===== config.mk =====
export PLATFORM = sky130hd
export DESIGN_NAME = config_script_tokenizer_top
export DESIGN_NICKNAME = d
export VERILOG_FILES = /design/src/rtl/core/cst_pkg.sv /design/src/rtl/core/config_script_tokenizer_top.sv /design/src/rtl/core/cst_front.sv /design/src/rtl/core/cst_queue.sv /design/src/rtl/core/cst_back.sv
export VERILOG_INCLUDE_DIRS = /design/src /design/src/rtl/core
export SDC_FILE = /design/constraint.sdc
export NUM_CORES = 2
export LEC_CHECK = 0
export ABC_AREA = 0
export BUFFER_PORTS_ARGS = -buffer_cell sky130_fd_sc_hd__buf_2
export CAP_MARGIN = 20
export CORE_MARGIN = 2
export CORE_UTILIZATION = 30
export DETAILED_ROUTE_END_ITERATION = 8
export PLACE_DENSITY = 0.45
export SYNTH_ARGS = -nofsm -noshare
export SYNTH_HDL_FRONTEND = slang
export SYNTH_SLANG_ARGS = --single-unit

===== constraint.sdc =====
create_clock -name aclk -period 41.9 [get_ports aclk]
set_input_delay 4.19 -clock aclk [delete_from_list [all_inputs] [get_ports aclk]]
set_output_delay 4.19 -clock aclk [all_outputs]
set_load 0.05 [all_outputs]

===== src/rtl/core/config_script_tokenizer_top_assert.svh =====
// Assertion macros used by the tokenizer queue.
// Each use expects aclk and aresetn in scope.
`ifndef CONFIG_SCRIPT_TOKENIZER_TOP_ASSERT_SVH
`define CONFIG_SCRIPT_TOKENIZER_TOP_ASSERT_SVH

// same-cycle implication
`define CST_ASSERT_IMP(lbl, ante, cons) \
lbl: assert property (@(posedge aclk) disable iff (!aresetn) (ante) |-> (cons)) \
    else $error("cst: assertion failed");

// next-cycle implication
`define CST_ASSERT_NEXT(lbl, ante, cons) \
lbl: assert property (@(posedge aclk) disable iff (!aresetn) (ante) |=> (cons)) \
    else $error("cst: assertion failed");

`endif


===== src/rtl/core/cst_pkg.sv =====
package cst_pkg;

    localparam int OFFSET_BITS_DEF = 32;
    localparam int REC_MAX         = 6;
    localparam int REC_CNT_W       = $clog2(REC_MAX + 1);
    localparam int QDEPTH          = 2;

    // record types
    localparam logic [1:0] RT_TOKEN   = 2'd0;
    localparam logic [1:0] RT_PAYLOAD = 2'd1;
    localparam logic [1:0] RT_ERROR   = 2'd2;

    // token kinds
    localparam logic [5:0] K_END     = 6'd0;
    localparam logic [5:0] K_IDENT   = 6'd1;
    localparam logic [5:0] K_TRUE    = 6'd2;
    localparam logic [5:0] K_FALSE   = 6'd3;
    localparam logic [5:0] K_NULL    = 6'd4;
    localparam logic [5:0] K_INCLUDE = 6'd5;
    localparam logic [5:0] K_INT     = 6'd6;
    localparam logic [5:0] K_FLOAT   = 6'd7;
    localparam logic [5:0] K_STRING  = 6'd8;
    localparam logic [5:0] K_LBRACE  = 6'd9;
    localparam logic [5:0] K_RBRACE  = 6'd10;
    localparam logic [5:0] K_LBRACK  = 6'd11;
    localparam logic [5:0] K_RBRACK  = 6'd12;
    localparam logic [5:0] K_LPAREN  = 6'd13;
    localparam logic [5:0] K_RPAREN  = 6'd14;
    localparam logic [5:0] K_SEMI    = 6'd15;
    localparam logic [5:0] K_COMMA   = 6'd16;
    localparam logic [5:0] K_DOT     = 6'd17;
    localparam logic [5:0] K_QUEST   = 6'd18;
    localparam logic [5:0] K_COLON   = 6'd19;
    localparam logic [5:0] K_PLUS    = 6'd20;
    localparam logic [5:0] K_MINUS   = 6'd21;
    localparam logic [5:0] K_STAR    = 6'd22;
    localparam logic [5:0] K_SLASH   = 6'd23;
    localparam logic [5:0] K_PERCENT = 6'd24;
    localparam logic [5:0] K_CARET   = 6'd25;
    localparam logic [5:0] K_TILDE   = 6'd26;
    localparam logic [5:0] K_ASSIGN  = 6'd27;
    localparam logic [5:0] K_EQ      = 6'd28;
    localparam logic [5:0] K_BANG    = 6'd29;
    localparam logic [5:0] K_NE      = 6'd30;
    localparam logic [5:0] K_LT      = 6'd31;
    localparam logic [5:0] K_LE      = 6'd32;
    localparam logic [5:0] K_SHL     = 6'd33;
    localparam logic [5:0] K_GT      = 6'd34;
    localparam logic [5:0] K_GE      = 6'd35;
    localparam logic [5:0] K_SHR     = 6'd36;
    localparam logic [5:0] K_AMP     = 6'd37;
    localparam logic [5:0] K_ANDAND  = 6'd38;
    localparam logic [5:0] K_PIPE    = 6'd39;
    localparam logic [5:0] K_OROR    = 6'd40;

    // error codes
    localparam logic [3:0] E_BLOCK_OPEN  = 4'd0;
    localparam logic [3:0] E_BAD_CHAR    = 4'd1;
    localparam logic [3:0] E_HEX_EMPTY   = 4'd2;
    localparam logic [3:0] E_DEC_RANGE   = 4'd3;
    localparam logic [3:0] E_STR_OPEN    = 4'd4;
    localparam logic [3:0] E_STR_NL      = 4'd5;
    localparam logic [3:0] E_ESC_EOF     = 4'd6;
    localparam logic [3:0] E_BAD_X       = 4'd7;
    localparam logic [3:0] E_U_NO_BRACE  = 4'd8;
    localparam logic [3:0] E_U_LONG      = 4'd9;
    localparam logic [3:0] E_U_EMPTY     = 4'd10;
    localparam logic [3:0] E_U_OPEN      = 4'd11;
    localparam logic [3:0] E_BAD_CP      = 4'd12;
    localparam logic [3:0] E_BAD_ESC     = 4'd13;

    typedef struct packed {
        logic [1:0]  rtype;
        logic [5:0]  kind;
        logic [31:0] start;
        logic [31:0] span;
        logic [7:0]  pbyte;
        logic [3:0]  ecode;
    } rec_t;

    // all records caused by one input beat; ival belongs to the int token
    typedef struct packed {
        logic [REC_CNT_W-1:0]   cnt;
        logic [63:0]            ival;
        rec_t [REC_MAX-1:0]     recs;
    } bundle_t;

endpackage


===== src/rtl/core/config_script_tokenizer_top.sv =====
// A record reaches m_* through the bundle queue and then the output register.
// Throughput: one source byte per cycle while the queue is not full; one result record
// per cycle on m_* while m_tready is high. A byte's k records leave one by one; a two-entry
// bundle queue lets the lexer keep taking bytes while the output side drains.
// Reset: aresetn synchronous, active low; lexer idle at offset 0, queue empty.
module config_script_tokenizer_top import cst_pkg::*; #(
    parameter int OFFSET_BITS = OFFSET_BITS_DEF
) (
    input  logic         aclk,
    input  logic         aresetn,
    // source byte stream
    input  logic         s_tvalid,
    output logic         s_tready,
    input  logic [7:0]   s_tdata,   // [7:0] src_byte
    input  logic         s_tlast,   // end_of_input
    // result record stream
    output logic         m_tvalid,
    input  logic         m_tready,
    // [5:0] token_kind, [37:6] start_offset, [69:38] span_length,
    // [133:70] integer_value, [141:134] payload_byte, [145:142] error_code, rest 0
    output logic [151:0] m_tdata,
    output logic [1:0]   m_tuser,   // [1:0] record_type
    output logic         m_tlast    // run_last
);

    // front -> queue
    logic    f_push;
    bundle_t f_bundle;
    // queue -> back
    bundle_t q_head;
    logic    q_full, q_empty, q_pop;
    // back -> ports
    rec_t        b_rec;
    logic [63:0] b_ival;

    // Front: one lexer state update per source beat. It gathers every record the
    // beat causes (reprocessed lookahead bytes, UTF-8 bytes, end token) into one
    // bundle and stalls only when the queue is full.
    cst_front #(
        .OFFSET_BITS(OFFSET_BITS)
    ) u_front (
        .aclk     (aclk),
        .aresetn  (aresetn),
        .in_valid (s_tvalid),
        .in_ready (s_tready),
        .in_byte  (s_tdata),
        .in_end   (s_tlast),
        .q_full   (q_full),
        .push     (f_push),
        .bundle   (f_bundle)
    );

    // Queue: decouples the byte rate from the record rate.
    cst_queue u_queue (
        .aclk    (aclk),
        .aresetn (aresetn),
        .push    (f_push),
        .wdata   (f_bundle),
        .pop     (q_pop),
        .rdata   (q_head),
        .full    (q_full),
        .empty   (q_empty)
    );

    // Back: walks the head bundle one record per beat into the output register,
    // flagging the final record of the bundle as run_last.
    cst_back u_back (
        .aclk       (aclk),
        .aresetn    (aresetn),
        .head       (q_head),
        .head_valid (!q_empty),
        .pop        (q_pop),
        .out_valid  (m_tvalid),
        .out_ready  (m_tready),
        .out_rec    (b_rec),
        .out_ival   (b_ival),
        .out_last   (m_tlast)
    );

    assign m_tuser = b_rec.rtype;
    assign m_tdata = {6'd0, b_rec.ecode, b_rec.pbyte, b_ival, b_rec.span, b_rec.start,
                      b_rec.kind};

endmodule


===== src/rtl/core/cst_front.sv =====
module cst_front import cst_pkg::*; #(
    parameter int OFFSET_BITS = OFFSET_BITS_DEF
) (
    input  logic       aclk,
    input  logic       aresetn,
    input  logic       in_valid,
    output logic       in_ready,
    input  logic [7:0] in_byte,
    input  logic       in_end,
    input  logic       q_full,
    output logic       push,
    output bundle_t    bundle
);

    localparam int OW = OFFSET_BITS;
    typedef logic [OW-1:0] off_t;

    localparam logic [4:0] M_IDLE = 5'd0, M_LINE = 5'd1, M_BLOCK = 5'd2, M_BSTAR = 5'd3,
        M_SLASH = 5'd4, M_OP = 5'd5, M_IDENT = 5'd6, M_ZERO = 5'd7, M_INT = 5'd8,
        M_HEX0 = 5'd9, M_HEX = 5'd10, M_IDOT = 5'd11, M_FRAC = 5'd12, M_EXPE_I = 5'd13,
        M_EXPE_F = 5'd14, M_SGN_I = 5'd15, M_SGN_F = 5'd16, M_EXPD = 5'd17, M_STR = 5'd18,
        M_ESC = 5'd19, M_X1 = 5'd20, M_X2 = 5'd21, M_UBR = 5'd22, M_UDIG = 5'd23;

    localparam logic [67:0] INT_MAX68 = 68'h7FFF_FFFF_FFFF_FFFF;

    function automatic logic [31:0] to32(input off_t x);
        logic [63:0] w;
        w = 64'(x);
        return w[31:0];
    endfunction

    function automatic rec_t mk_rec(input logic [1:0] rt, input logic [5:0] kd,
                                    input logic [31:0] st, input logic [31:0] sp,
                                    input logic [7:0] pb, input logic [3:0] ec);
        rec_t r;
        r.rtype = rt; r.kind = kd; r.start = st; r.span = sp; r.pbyte = pb; r.ecode = ec;
        return r;
    endfunction

    function automatic rec_t mk_tok(input logic [5:0] kd, input off_t st, input off_t sp);
        return mk_rec(RT_TOKEN, kd, to32(st), to32(sp), 8'd0, 4'd0);
    endfunction

    function automatic rec_t mk_err(input logic [3:0] ec, input off_t at);
        return mk_rec(RT_ERROR, K_END, to32(at), 32'd0, 8'd0, ec);
    endfunction

    function automatic logic is_digit(input logic [7:0] ch);
        return ch >= "0" && ch <= "9";
    endfunction

    function automatic logic is_alpha(input logic [7:0] ch);
        return (ch >= "A" && ch <= "Z") || (ch >= "a" && ch <= "z") || ch == "_";
    endfunction

    function automatic logic is_space(input logic [7:0] ch);
        return ch == " " || ch == 8'h09 || ch == 8'h0A || ch == 8'h0B || ch == 8'h0C ||
               ch == 8'h0D;
    endfunction

    function automatic logic [4:0] hexval(input logic [7:0] ch);
        // bit 4 = digit valid
        if (is_digit(ch))             return {1'b1, ch[3:0]};
        if (ch >= "a" && ch <= "f")   return {1'b1, 4'(ch - "a" + 8'd10)};
        if (ch >= "A" && ch <= "F")   return {1'b1, 4'(ch - "A" + 8'd10)};
        return 5'd0;
    endfunction

    function automatic logic [5:0] single_kind(input logic [7:0] ch);
        case (ch)
            "{": return K_LBRACE;   "}": return K_RBRACE;   "[": return K_LBRACK;
            "]": return K_RBRACK;   "(": return K_LPAREN;   ")": return K_RPAREN;
            ";": return K_SEMI;     ",": return K_COMMA;    ".": return K_DOT;
            "?": return K_QUEST;    ":": return K_COLON;    "+": return K_PLUS;
            "-": return K_MINUS;    "*": return K_STAR;     "/": return K_SLASH;
            "%": return K_PERCENT;  "^": return K_CARET;    "~": return K_TILDE;
            default: return K_END;
        endcase
    endfunction

    function automatic logic [5:0] op_single(input logic [7:0] ch);
        case (ch)
            "=": return K_ASSIGN; "!": return K_BANG; "<": return K_LT;
            ">": return K_GT;     "&": return K_AMP;  "|": return K_PIPE;
            default: return K_END;
        endcase
    endfunction

    function automatic logic [5:0] op_pair(input logic [7:0] a, input logic [7:0] b);
        if (b == "=") begin
            if (a == "=") return K_EQ;
            if (a == "!") return K_NE;
            if (a == "<") return K_LE;
            if (a == ">") return K_GE;
        end
        if (a == b) begin
            if (a == "<") return K_SHL;
            if (a == ">") return K_SHR;
            if (a == "&") return K_ANDAND;
            if (a == "|") return K_OROR;
        end
        return K_END;
    endfunction

    // keyword table: true, false, null, include
    function automatic logic [2:0] kw_len(input logic [1:0] k);
        case (k)
            2'd0: return 3'd4;
            2'd1: return 3'd5;
            2'd2: return 3'd4;
            default: return 3'd7;
        endcase
    endfunction

    function automatic logic [5:0] kw_kind(input logic [1:0] k);
        case (k)
            2'd0: return K_TRUE;
            2'd1: return K_FALSE;
            2'd2: return K_NULL;
            default: return K_INCLUDE;
        endcase
    endfunction

    function automatic logic [7:0] kw_char(input logic [1:0] k, input logic [2:0] i);
        logic [55:0] s;
        case (k)
            2'd0: s = {"true", 24'd0};
            2'd1: s = {"false", 16'd0};
            2'd2: s = {"null", 24'd0};
            default: s = "include";
        endcase
        return s[8*(6 - 32'(i)) +: 8];
    endfunction

    function automatic logic [3:0] kw_step(input logic [3:0] kw, input off_t i,
                                           input logic [7:0] ch);
        logic [3:0] r;
        r = kw;
        for (int k = 0; k < 4; k++) begin
            if (i >= off_t'(kw_len(2'(k))) || kw_char(2'(k), i[2:0]) != ch) r[k] = 1'b0;
        end
        return r;
    endfunction

    function automatic logic [5:0] ident_kind(input logic [3:0] kw, input off_t len);
        logic [5:0] kd;
        kd = K_IDENT;
        for (int k = 0; k < 4; k++) begin
            if (kw[k] && len == off_t'(kw_len(2'(k)))) kd = kw_kind(2'(k));
        end
        return kd;
    endfunction

    logic [4:0]  mode_reg, mode_next;
    off_t        pos_reg, pos_next, tstart_reg, tstart_next;
    logic [63:0] acc_reg, acc_next;
    logic        ovf_reg, ovf_next, halt_reg, halt_next;
    logic [7:0]  held0_reg, held0_next, held1_reg, held1_next;
    logic [23:0] cp_reg, cp_next;
    logic [2:0]  ecnt_reg, ecnt_next;
    logic [3:0]  kw_reg, kw_next;

    logic        accept, eoi;
    logic [7:0]  c;
    off_t        p, pm1, pm2, pm3, id_len, esc_at, num_end;
    logic [4:0]  hx;
    logic        isd, isa, is_e, is_sgn;
    logic [67:0] acc68, sum68;
    logic        emit_num, num_float, fol_dot, fol_esign, fol_eopen, do_start;
    logic [REC_CNT_W-1:0] n;

    assign in_ready = !q_full;
    assign accept   = in_valid && !q_full;
    assign eoi      = in_end;
    // end of input behaves like a NUL byte except where it is checked by name
    assign c        = in_end ? 8'h00 : in_byte;
    assign p        = pos_reg;
    assign pm1      = pos_reg - off_t'(1);
    assign pm2      = pos_reg - off_t'(2);
    assign pm3      = pos_reg - off_t'(3);
    assign id_len   = pos_reg - tstart_reg;
    assign esc_at   = pm3 - off_t'(ecnt_reg);
    assign hx       = hexval(c);
    assign isd      = is_digit(c);
    assign isa      = is_alpha(c);
    assign is_e     = c == "e" || c == "E";
    assign is_sgn   = c == "+" || c == "-";
    assign acc68    = {4'd0, acc_reg};
    assign sum68    = (acc68 << 3) + (acc68 << 1) + {64'd0, c[3:0]};

    always_comb begin
        mode_next   = mode_reg;
        pos_next    = pos_reg;
        tstart_next = tstart_reg;
        acc_next    = acc_reg;
        ovf_next    = ovf_reg;
        halt_next   = halt_reg;
        held0_next  = held0_reg;
        held1_next  = held1_reg;
        cp_next     = cp_reg;
        ecnt_next   = ecnt_reg;
        kw_next     = kw_reg;
        bundle      = '0;
        n           = '0;
        emit_num    = 1'b0;
        num_float   = 1'b0;
        num_end     = p;
        fol_dot     = 1'b0;
        fol_esign   = 1'b0;
        fol_eopen   = 1'b0;
        do_start    = 1'b0;

        if (accept && !halt_reg) begin
            case (mode_reg)
                M_IDLE: begin
                    do_start = 1'b1;
                end
                M_LINE: begin
                    if (!eoi && c == 8'h0A) mode_next = M_IDLE;
                end
                M_BLOCK: begin
                    if (eoi) begin
                        bundle.recs[n] = mk_err(E_BLOCK_OPEN, tstart_reg); n = n + 1'b1;
                        halt_next = 1'b1; mode_next = M_IDLE;
                    end else if (c == "*") begin
                        mode_next = M_BSTAR;
                    end
                end
                M_BSTAR: begin
                    if (eoi) begin
                        bundle.recs[n] = mk_err(E_BLOCK_OPEN, tstart_reg); n = n + 1'b1;
                        halt_next = 1'b1; mode_next = M_IDLE;
                    end else if (c == "/") begin
                        mode_next = M_IDLE;
                    end else if (c != "*") begin
                        mode_next = M_BLOCK;
                    end
                end
                M_SLASH: begin
                    if (c == "/") begin
                        mode_next = M_LINE;
                    end else if (c == "*") begin
                        mode_next = M_BLOCK;
                    end else begin
                        bundle.recs[n] = mk_tok(K_SLASH, pm1, off_t'(1)); n = n + 1'b1;
                        mode_next = M_IDLE; do_start = 1'b1;
                    end
                end
                M_OP: begin
                    if (op_pair(held0_reg, c) != K_END) begin
                        bundle.recs[n] = mk_tok(op_pair(held0_reg, c), tstart_reg, off_t'(2));
                        n = n + 1'b1;
                        mode_next = M_IDLE;
                    end else begin
                        bundle.recs[n] = mk_tok(op_single(held0_reg), tstart_reg, off_t'(1));
                        n = n + 1'b1;
                        mode_next = M_IDLE; do_start = 1'b1;
                    end
                end
                M_IDENT: begin
                    if (isa || isd) begin
                        kw_next = kw_step(kw_reg, id_len, c);
                    end else begin
                        bundle.recs[n] = mk_tok(ident_kind(kw_reg, id_len), tstart_reg, id_len);
                        n = n + 1'b1;
                        mode_next = M_IDLE; do_start = 1'b1;
                    end
                end
                M_ZERO, M_INT: begin
                    if (mode_reg == M_ZERO && (c == "x" || c == "X")) begin
                        mode_next = M_HEX0;
                    end else if (isd) begin
                        if (!ovf_reg) begin
                            if (sum68 > INT_MAX68) ovf_next = 1'b1;
                            else acc_next = sum68[63:0];
                        end
                        mode_next = M_INT;
                    end else if (c == ".") begin
                        mode_next = M_IDOT;
                    end else if (is_e) begin
                        held0_next = c; mode_next = M_EXPE_I;
                    end else begin
                        emit_num = 1'b1; mode_next = M_IDLE; do_start = 1'b1;
                    end
                end
                M_HEX0: begin
                    if (hx[4]) begin
                        acc_next = {60'd0, hx[3:0]}; mode_next = M_HEX;
                    end else begin
                        bundle.recs[n] = mk_err(E_HEX_EMPTY, tstart_reg); n = n + 1'b1;
                        halt_next = 1'b1; mode_next = M_IDLE;
                    end
                end
                M_HEX: begin
                    if (hx[4]) begin
                        acc_next = {acc_reg[59:0], hx[3:0]};
                    end else begin
                        emit_num = 1'b1; mode_next = M_IDLE; do_start = 1'b1;
                    end
                end
                M_IDOT: begin
                    if (isd) begin
                        mode_next = M_FRAC;
                    end else begin
                        emit_num = 1'b1; num_end = pm1; fol_dot = 1'b1;
                        mode_next = M_IDLE; do_start = 1'b1;
                    end
                end
                M_FRAC: begin
                    if (is_e) begin
                        held0_next = c; mode_next = M_EXPE_F;
                    end else if (!isd) begin
                        emit_num = 1'b1; num_float = 1'b1; mode_next = M_IDLE; do_start = 1'b1;
                    end
                end
                M_EXPE_I, M_EXPE_F: begin
                    if (isd) begin
                        mode_next = M_EXPD;
                    end else if (is_sgn) begin
                        held1_next = c;
                        mode_next  = (mode_reg == M_EXPE_F) ? M_SGN_F : M_SGN_I;
                    end else begin
                        emit_num = 1'b1; num_float = (mode_reg == M_EXPE_F); num_end = pm1;
                        fol_eopen = 1'b1; mode_next = M_IDLE;
                    end
                end
                M_SGN_I, M_SGN_F: begin
                    if (isd) begin
                        mode_next = M_EXPD;
                    end else begin
                        emit_num = 1'b1; num_float = (mode_reg == M_SGN_F); num_end = pm2;
                        fol_esign = 1'b1; mode_next = M_IDLE; do_start = 1'b1;
                    end
                end
                M_EXPD: begin
                    if (!isd) begin
                        emit_num = 1'b1; num_float = 1'b1; mode_next = M_IDLE; do_start = 1'b1;
                    end
                end
                M_STR: begin
                    if (eoi) begin
                        bundle.recs[n] = mk_err(E_STR_OPEN, tstart_reg); n = n + 1'b1;
                        halt_next = 1'b1; mode_next = M_IDLE;
                    end else if (c == "\"") begin
                        bundle.recs[n] = mk_tok(K_STRING, tstart_reg, id_len + off_t'(1));
                        n = n + 1'b1;
                        mode_next = M_IDLE;
                    end else if (c == 8'h0A) begin
                        bundle.recs[n] = mk_err(E_STR_NL, p); n = n + 1'b1;
                        halt_next = 1'b1; mode_next = M_IDLE;
                    end else if (c == "\\") begin
                        mode_next = M_ESC;
                    end else begin
                        bundle.recs[n] = mk_rec(RT_PAYLOAD, K_STRING, to32(tstart_reg), 32'd0,
                                                c, 4'd0);
                        n = n + 1'b1;
                    end
                end
                M_ESC: begin
                    mode_next = M_STR;
                    if (eoi) begin
                        bundle.recs[n] = mk_err(E_ESC_EOF, pm1); n = n + 1'b1;
                        halt_next = 1'b1; mode_next = M_IDLE;
                    end else if (c == "n" || c == "t" || c == "r" || c == "0" ||
                                 c == "\\" || c == "\"") begin
                        bundle.recs[n] = mk_rec(RT_PAYLOAD, K_STRING, to32(tstart_reg), 32'd0,
                                                (c == "n") ? 8'h0A :
                                                (c == "t") ? 8'h09 :
                                                (c == "r") ? 8'h0D :
                                                (c == "0") ? 8'h00 : c, 4'd0);
                        n = n + 1'b1;
                    end else if (c == "x") begin
                        mode_next = M_X1;
                    end else if (c == "u") begin
                        mode_next = M_UBR;
                    end else begin
                        bundle.recs[n] = mk_err(E_BAD_ESC, pm1); n = n + 1'b1;
                        halt_next = 1'b1; mode_next = M_IDLE;
                    end
                end
                M_X1: begin
                    if (hx[4]) begin
                        cp_next = {20'd0, hx[3:0]}; mode_next = M_X2;
                    end else begin
                        bundle.recs[n] = mk_err(E_BAD_X, pm2); n = n + 1'b1;
                        halt_next = 1'b1; mode_next = M_IDLE;
                    end
                end
                M_X2: begin
                    if (hx[4]) begin
                        bundle.recs[n] = mk_rec(RT_PAYLOAD, K_STRING, to32(tstart_reg), 32'd0,
                                                {cp_reg[3:0], hx[3:0]}, 4'd0);
                        n = n + 1'b1;
                        mode_next = M_STR;
                    end else begin
                        bundle.recs[n] = mk_err(E_BAD_X, pm3); n = n + 1'b1;
                        halt_next = 1'b1; mode_next = M_IDLE;
                    end
                end
                M_UBR: begin
                    if (c == "{") begin
                        cp_next = '0; ecnt_next = '0; mode_next = M_UDIG;
                    end else begin
                        bundle.recs[n] = mk_err(E_U_NO_BRACE, pm2); n = n + 1'b1;
                        halt_next = 1'b1; mode_next = M_IDLE;
                    end
                end
                M_UDIG: begin
                    if (hx[4]) begin
                        if (ecnt_reg >= 3'd6) begin
                            bundle.recs[n] = mk_err(E_U_LONG, esc_at); n = n + 1'b1;
                            halt_next = 1'b1; mode_next = M_IDLE;
                        end else begin
                            cp_next   = {cp_reg[19:0], hx[3:0]};
                            ecnt_next = ecnt_reg + 3'd1;
                        end
                    end else if (ecnt_reg == 3'd0) begin
                        bundle.recs[n] = mk_err(E_U_EMPTY, esc_at); n = n + 1'b1;
                        halt_next = 1'b1; mode_next = M_IDLE;
                    end else if (c != "}") begin
                        bundle.recs[n] = mk_err(E_U_OPEN, esc_at); n = n + 1'b1;
                        halt_next = 1'b1; mode_next = M_IDLE;
                    end else if (cp_reg > 24'h10FFFF ||
                                 (cp_reg >= 24'hD800 && cp_reg <= 24'hDFFF)) begin
                        bundle.recs[n] = mk_err(E_BAD_CP, esc_at); n = n + 1'b1;
                        halt_next = 1'b1; mode_next = M_IDLE;
                    end else begin
                        // UTF-8 encode, one to four payload beats
                        mode_next = M_STR;
                        if (cp_reg <= 24'h7F) begin
                            bundle.recs[0] = mk_rec(RT_PAYLOAD, K_STRING, to32(tstart_reg),
                                                    32'd0, cp_reg[7:0], 4'd0);
                            n = REC_CNT_W'(1);
                        end else if (cp_reg <= 24'h7FF) begin
                            bundle.recs[0] = mk_rec(RT_PAYLOAD, K_STRING, to32(tstart_reg),
                                                    32'd0, {3'b110, cp_reg[10:6]}, 4'd0);
                            bundle.recs[1] = mk_rec(RT_PAYLOAD, K_STRING, to32(tstart_reg),
                                                    32'd0, {2'b10, cp_reg[5:0]}, 4'd0);
                            n = REC_CNT_W'(2);
                        end else if (cp_reg <= 24'hFFFF) begin
                            bundle.recs[0] = mk_rec(RT_PAYLOAD, K_STRING, to32(tstart_reg),
                                                    32'd0, {4'b1110, cp_reg[15:12]}, 4'd0);
                            bundle.recs[1] = mk_rec(RT_PAYLOAD, K_STRING, to32(tstart_reg),
                                                    32'd0, {2'b10, cp_reg[11:6]}, 4'd0);
                            bundle.recs[2] = mk_rec(RT_PAYLOAD, K_STRING, to32(tstart_reg),
                                                    32'd0, {2'b10, cp_reg[5:0]}, 4'd0);
                            n = REC_CNT_W'(3);
                        end else begin
                            bundle.recs[0] = mk_rec(RT_PAYLOAD, K_STRING, to32(tstart_reg),
                                                    32'd0, {5'b11110, cp_reg[20:18]}, 4'd0);
                            bundle.recs[1] = mk_rec(RT_PAYLOAD, K_STRING, to32(tstart_reg),
                                                    32'd0, {2'b10, cp_reg[17:12]}, 4'd0);
                            bundle.recs[2] = mk_rec(RT_PAYLOAD, K_STRING, to32(tstart_reg),
                                                    32'd0, {2'b10, cp_reg[11:6]}, 4'd0);
                            bundle.recs[3] = mk_rec(RT_PAYLOAD, K_STRING, to32(tstart_reg),
                                                    32'd0, {2'b10, cp_reg[5:0]}, 4'd0);
                            n = REC_CNT_W'(4);
                        end
                    end
                end
                default: begin
                    mode_next = M_IDLE;
                end
            endcase

            // pending number, then any held bytes that get lexed again
            if (emit_num) begin
                if (!num_float && ovf_reg) begin
                    bundle.recs[n] = mk_err(E_DEC_RANGE, tstart_reg); n = n + 1'b1;
                    halt_next = 1'b1; mode_next = M_IDLE;
                    fol_dot = 1'b0; fol_esign = 1'b0; fol_eopen = 1'b0; do_start = 1'b0;
                end else begin
                    bundle.recs[n] = mk_tok(num_float ? K_FLOAT : K_INT, tstart_reg,
                                            num_end - tstart_reg);
                    n = n + 1'b1;
                    if (!num_float) bundle.ival = acc_reg;
                end
            end
            if (fol_dot) begin
                bundle.recs[n] = mk_tok(K_DOT, pm1, off_t'(1)); n = n + 1'b1;
            end
            if (fol_esign) begin
                bundle.recs[n] = mk_tok(K_IDENT, pm2, off_t'(1)); n = n + 1'b1;
                bundle.recs[n] = mk_tok((held1_reg == "+") ? K_PLUS : K_MINUS, pm1, off_t'(1));
                n = n + 1'b1;
            end
            if (fol_eopen) begin
                // held 'e' starts an identifier that matches no keyword
                if (isa || isd) begin
                    mode_next = M_IDENT; tstart_next = pm1; kw_next = '0;
                end else begin
                    bundle.recs[n] = mk_tok(K_IDENT, pm1, off_t'(1)); n = n + 1'b1;
                    do_start = 1'b1;
                end
            end

            if (do_start && !eoi && !is_space(c)) begin
                if (c == "#") begin
                    mode_next = M_LINE;
                end else begin
                    tstart_next = p;
                    if (c == "/") begin
                        mode_next = M_SLASH;
                    end else if (isa) begin
                        mode_next = M_IDENT;
                        kw_next   = kw_step(4'hF, '0, c);
                    end else if (isd) begin
                        acc_next  = {60'd0, c[3:0]};
                        ovf_next  = 1'b0;
                        mode_next = (c == "0") ? M_ZERO : M_INT;
                    end else if (c == "\"") begin
                        mode_next = M_STR;
                    end else if (op_single(c) != K_END) begin
                        held0_next = c; mode_next = M_OP;
                    end else if (single_kind(c) != K_END) begin
                        bundle.recs[n] = mk_tok(single_kind(c), p, off_t'(1)); n = n + 1'b1;
                    end else begin
                        bundle.recs[n] = mk_err(E_BAD_CHAR, p); n = n + 1'b1;
                        halt_next = 1'b1; mode_next = M_IDLE;
                    end
                end
            end
        end

        if (accept) begin
            if (eoi) begin
                if (!halt_reg && !halt_next) begin
                    bundle.recs[n] = mk_tok(K_END, p, '0); n = n + 1'b1;
                end
                mode_next   = M_IDLE;
                pos_next    = '0;
                tstart_next = '0;
                acc_next    = '0;
                ovf_next    = 1'b0;
                halt_next   = 1'b0;
                held0_next  = '0;
                held1_next  = '0;
                cp_next     = '0;
                ecnt_next   = '0;
                kw_next     = 4'hF;
            end else begin
                pos_next = pos_reg + off_t'(1);
            end
        end
        bundle.cnt = n;
    end

    assign push = accept && (n != '0);

    always_ff @(posedge aclk) begin
        if (!aresetn) begin
            mode_reg   <= M_IDLE;
            pos_reg    <= '0;
            tstart_reg <= '0;
            acc_reg    <= '0;
            ovf_reg    <= 1'b0;
            halt_reg   <= 1'b0;
            held0_reg  <= '0;
            held1_reg  <= '0;
            cp_reg     <= '0;
            ecnt_reg   <= '0;
            kw_reg     <= 4'hF;
        end else begin
            mode_reg   <= mode_next;
            pos_reg    <= pos_next;
            tstart_reg <= tstart_next;
            acc_reg    <= acc_next;
            ovf_reg    <= ovf_next;
            halt_reg   <= halt_next;
            held0_reg  <= held0_next;
            held1_reg  <= held1_next;
            cp_reg     <= cp_next;
            ecnt_reg   <= ecnt_next;
            kw_reg     <= kw_next;
        end
    end

endmodule


===== src/rtl/core/cst_queue.sv =====
`include "config_script_tokenizer_top_assert.svh"

module cst_queue import cst_pkg::*; (
    input  logic    aclk,
    input  logic    aresetn,
    input  logic    push,
    input  bundle_t wdata,
    input  logic    pop,
    output bundle_t rdata,
    output logic    full,
    output logic    empty
);

    localparam int PTR_W = (QDEPTH > 1) ? $clog2(QDEPTH) : 1;
    localparam int CNT_W = $clog2(QDEPTH + 1);

    bundle_t            mem_reg [QDEPTH];
    logic [PTR_W-1:0]   wptr_reg, wptr_next, rptr_reg, rptr_next;
    logic [CNT_W-1:0]   cnt_reg, cnt_next;

    assign full  = cnt_reg == CNT_W'(QDEPTH);
    assign empty = cnt_reg == '0;
    assign rdata = mem_reg[rptr_reg];

    always_comb begin
        wptr_next = wptr_reg;
        rptr_next = rptr_reg;
        cnt_next  = cnt_reg;
        if (push) begin
            wptr_next = (wptr_reg == PTR_W'(QDEPTH - 1)) ? '0 : wptr_reg + 1'b1;
        end
        if (pop) begin
            rptr_next = (rptr_reg == PTR_W'(QDEPTH - 1)) ? '0 : rptr_reg + 1'b1;
        end
        if (push && !pop) cnt_next = cnt_reg + 1'b1;
        else if (pop && !push) cnt_next = cnt_reg - 1'b1;
    end

    always_ff @(posedge aclk) begin
        if (push) mem_reg[wptr_reg] <= wdata;
    end

    always_ff @(posedge aclk) begin
        if (!aresetn) begin
            wptr_reg <= '0;
            rptr_reg <= '0;
            cnt_reg  <= '0;
        end else begin
            wptr_reg <= wptr_next;
            rptr_reg <= rptr_next;
            cnt_reg  <= cnt_next;
        end
    end

    `CST_ASSERT_IMP(a_no_overflow, push, !full || pop)
    `CST_ASSERT_IMP(a_no_underflow, pop, !empty)
    `CST_ASSERT_IMP(a_bundle_nonempty, push, wdata.cnt != '0)

endmodule


===== src/rtl/core/cst_back.sv =====
module cst_back import cst_pkg::*; (
    input  logic        aclk,
    input  logic        aresetn,
    input  bundle_t     head,
    input  logic        head_valid,
    output logic        pop,
    output logic        out_valid,
    input  logic        out_ready,
    output rec_t        out_rec,
    output logic [63:0] out_ival,
    output logic        out_last
);

    localparam int IDX_W = $clog2(REC_MAX);
    localparam int CW1   = REC_CNT_W + 1;

    logic [IDX_W-1:0] idx_reg, idx_next;
    logic             valid_reg, valid_next;
    rec_t             rec_reg;
    logic [63:0]      ival_reg;
    logic             last_reg;
    logic             load, is_last;
    rec_t             cur;

    assign cur     = head.recs[idx_reg];
    assign is_last = (CW1'(idx_reg) + CW1'(1)) == CW1'(head.cnt);
    assign load    = head_valid && (!valid_reg || out_ready);
    assign pop     = load && is_last;

    always_comb begin
        idx_next   = idx_reg;
        valid_next = valid_reg;
        if (load) begin
            idx_next   = is_last ? '0 : idx_reg + 1'b1;
            valid_next = 1'b1;
        end else if (out_ready) begin
            valid_next = 1'b0;
        end
    end

    always_ff @(posedge aclk) begin
        if (!aresetn) begin
            idx_reg   <= '0;
            valid_reg <= 1'b0;
        end else begin
            idx_reg   <= idx_next;
            valid_reg <= valid_next;
        end
    end

    always_ff @(posedge aclk) begin
        if (load) begin
            rec_reg  <= cur;
            ival_reg <= (cur.rtype == RT_TOKEN && cur.kind == K_INT) ? head.ival : 64'd0;
            last_reg <= is_last;
        end
    end

    assign out_valid = valid_reg;
    assign out_rec   = rec_reg;
    assign out_ival  = ival_reg;
    assign out_last  = last_reg;

endmodule

==> metrics <==
Post-DP Area 83400 um^2; Port Buf Inserts 163; min cycle time layout 17160 ps; TNS Setup 0 ps; Synth top area share 46.6%; CP delay by family, top simple AND/OR/NAND/NOR gates; Clk Latency, worst-skew pair 850 ps; Pwr Density 60.3 nW/um^2; CP Max Fanout 68; CP Launch Type input port; fraction of the yosys area taken by sequential cells 51.5%; Post-Place Worst Slack 23950 ps; # IOs 170; first-iteration detailed-routing DRC count 7132; layout cells sized above 1 12.5%; Final period util 41.0%; CP max-delay cell buf_4; HP Class reg -> reg; Detailed Routing Iterations Pass 1 9; Final WS setup 24740 ps; worst hold stages 2; Required @ worst endpoint 42350 ps; CTS tree yes; FP Rows 186; Clock Skew 50.8 ps; mean number of vias per cell 5.72; vias in the first global route 60000; Post-synth ARST share 0%; reg-to-reg endpoint u_queue.mem_reg[1][188]; max-slew violations 0; WHS 450 ps; Placer Congestion 0.975; Worst Hold Launch u_front.held1_reg[5]; largest net degree at the start of global routing 164; WL per Instance 28.5 um; die height 512 um; Placed Cells 10500; # Post-CTS Setup Buffers 0; RSZ-0062 raised after global routing false; CTS Buf Count 163; Post-DRT Antenna Nets 0; Starting Density 30.2%; initial antenna violation count 21; Remaining Overflow, GRT 0; fmax 58.3 MHz; Core ar. 257000 um^2; worst path bufs/invs 10; VDD IR-drop max 0.0000632 V; hold buffers post-CTS 0; Clock Sinks 1394; reg2reg path depth 35; number of synthesized flops with an enable pin 1203; #FFs+latches synth 1394; most frequent cell after synthesis edfxtp_1; synth warn 0; leakage 30.6 nW; final core occ 34.6%; Seq pwr share 38.2%; r2r startpoint u_front.ecnt_reg[1]; clock share of power 26.9%; crit-path max cell delay 860 ps; Post-Syn Instances 6989; Setup crit end kind flip-flop; Main synth FF type edfxtp_1; average size of a mapped cell 11.1 um^2; Worst-path clk slew 60 ps; post_cts resized 0; Layout area overhead 14.7%; Yosys cell types 121; Setup Crit Path Kind in -> reg; first-pass GRT wire length 440000 um; switching power share of the total 38.3%; die width 512 um; Syn Std Cell Area 77500 um^2; # nets final 7528; worst slew pin tran 1270 ps; Largest register FFs 1054; worst hold endpoint u_front.held1_reg[5]; DRC Markers 0; post-route design area 88900 um^2; status finished clean; die area 263000 um^2; synth cell count leaders edfxtp_1 (1203), nand2_1 (612), nor2_1 (572); Setup-failing EPs final 0; Root Driver clkbuf_16; hpwl dp 208000 um; Vias 61900; dominant cell type by area after synthesis edfxtp_1; CTS max path bufs 3; combinational power share 34.9%; Arr. time, crit path 17610 ps; Synth area leaders edfxtp_1 (47%), mux4_2 (5.4%), dfxtp_1 (4.9%); Int Pwr 3.31 mW; Tot GR Track Use 22.8%; htree depth 4; Max-slew headroom 14.8%; crit-path most repeated cell ha_1; reg-to-reg setup timing slack 30000 ps; Psw 2.06 mW; Design Power 5.36 mW; drt total wl 308000 um; final hold violation count 0; max_cap viols 0; non-filler instance count after layout 10800
==> cell type report <==
cell class | count | area, um^2
multi-input combinational | 5247 | 36500
fill | 25800 | 168000
clock inverter | 86 | 1070
sequential | 1394 | 40000
tap | 3384 | 4230
clock buffer | 213 | 4330
inverter | 140 | 526
antenna | 10 | 25.0
timing repair buffer | 346 | 2270
==> layer usage <==
layer  track usage [%]  routed length (um)  up-vias
met3              4.55               23800      643
met5                 0                 141        -
met4              9.85               14400        4
li1                  -                   -    27300
met1              30.9              133000    31100
met2              35.1              138000     2819
==> cells by family after synthesis <==
group,count (synthesis),synth area share [%]
flops,1394,51.5
xor+xnor,296,3.40
fa+ha+maj,225,3.67
simple gates,2056,12.8
other cells,1,0.00484
mux,401,8.17
compound gates,1943,17.0
buf+inv,673,3.44
==> tightest hold or removal path, stage by stage (launching register included) <==
cell and delay, ps:
dfxtp_1 290, inv_1 60, a21oi_1 50
==> worst max-delay path by stage <==
stage / start / end / depth (start not counted)
3_5_place_dp: s_tlast / u_queue.mem_reg[1][104] / 38
2_1_floorplan: s_tlast / u_queue.wptr_reg / 37
5_1_grt: s_tlast / u_queue.mem_reg[1][188] / 39
4_1_cts: s_tlast / u_queue.mem_reg[1][104] / 38
3_3_place_gp: s_tlast / u_queue.mem_reg[1][358] / 38
6_report: s_tlast / u_queue.mem_reg[1][188] / 38
==> placed cells by master, fill, tap and decap left out, types with 51 or more instances in the layout <==
cell       instances
and2_1           111
a21oi_1          399
xor2_1           126
nand2_1          606
nor3_1           118
a21o_1           106
a211oi_1          62
inv_1            134
a222oi_1          62
edfxtp_1        1203
conb_1           326
mux4_2           185
clkbuf_16        164
buf_2            167
a22oi_1          127
nor2_1           559
ha_1             218
or3_1             64
nand3_1          139
o22ai_1           98
o21ai_0          425
dfxtp_1          187
a31oi_1           81
mux2i_1          210
nand4_1           66
a221oi_1          51
buf_4            171
xnor2_1          167
nor4_1            77
o221ai_1          88
==> power by group through the flow <==
stage	Clock (mW)	Sequential (mW)	Combinational (mW)
after floorplan	0	2.57	1.01
after global placement	0	2.07	1.85
after detailed placement	0	2.08	1.86
after CTS	1.48	2.05	1.86
after global routing	1.53	2.08	1.97
final	1.44	2.05	1.87
No activity file was read; power rests on OpenSTA's default activity.
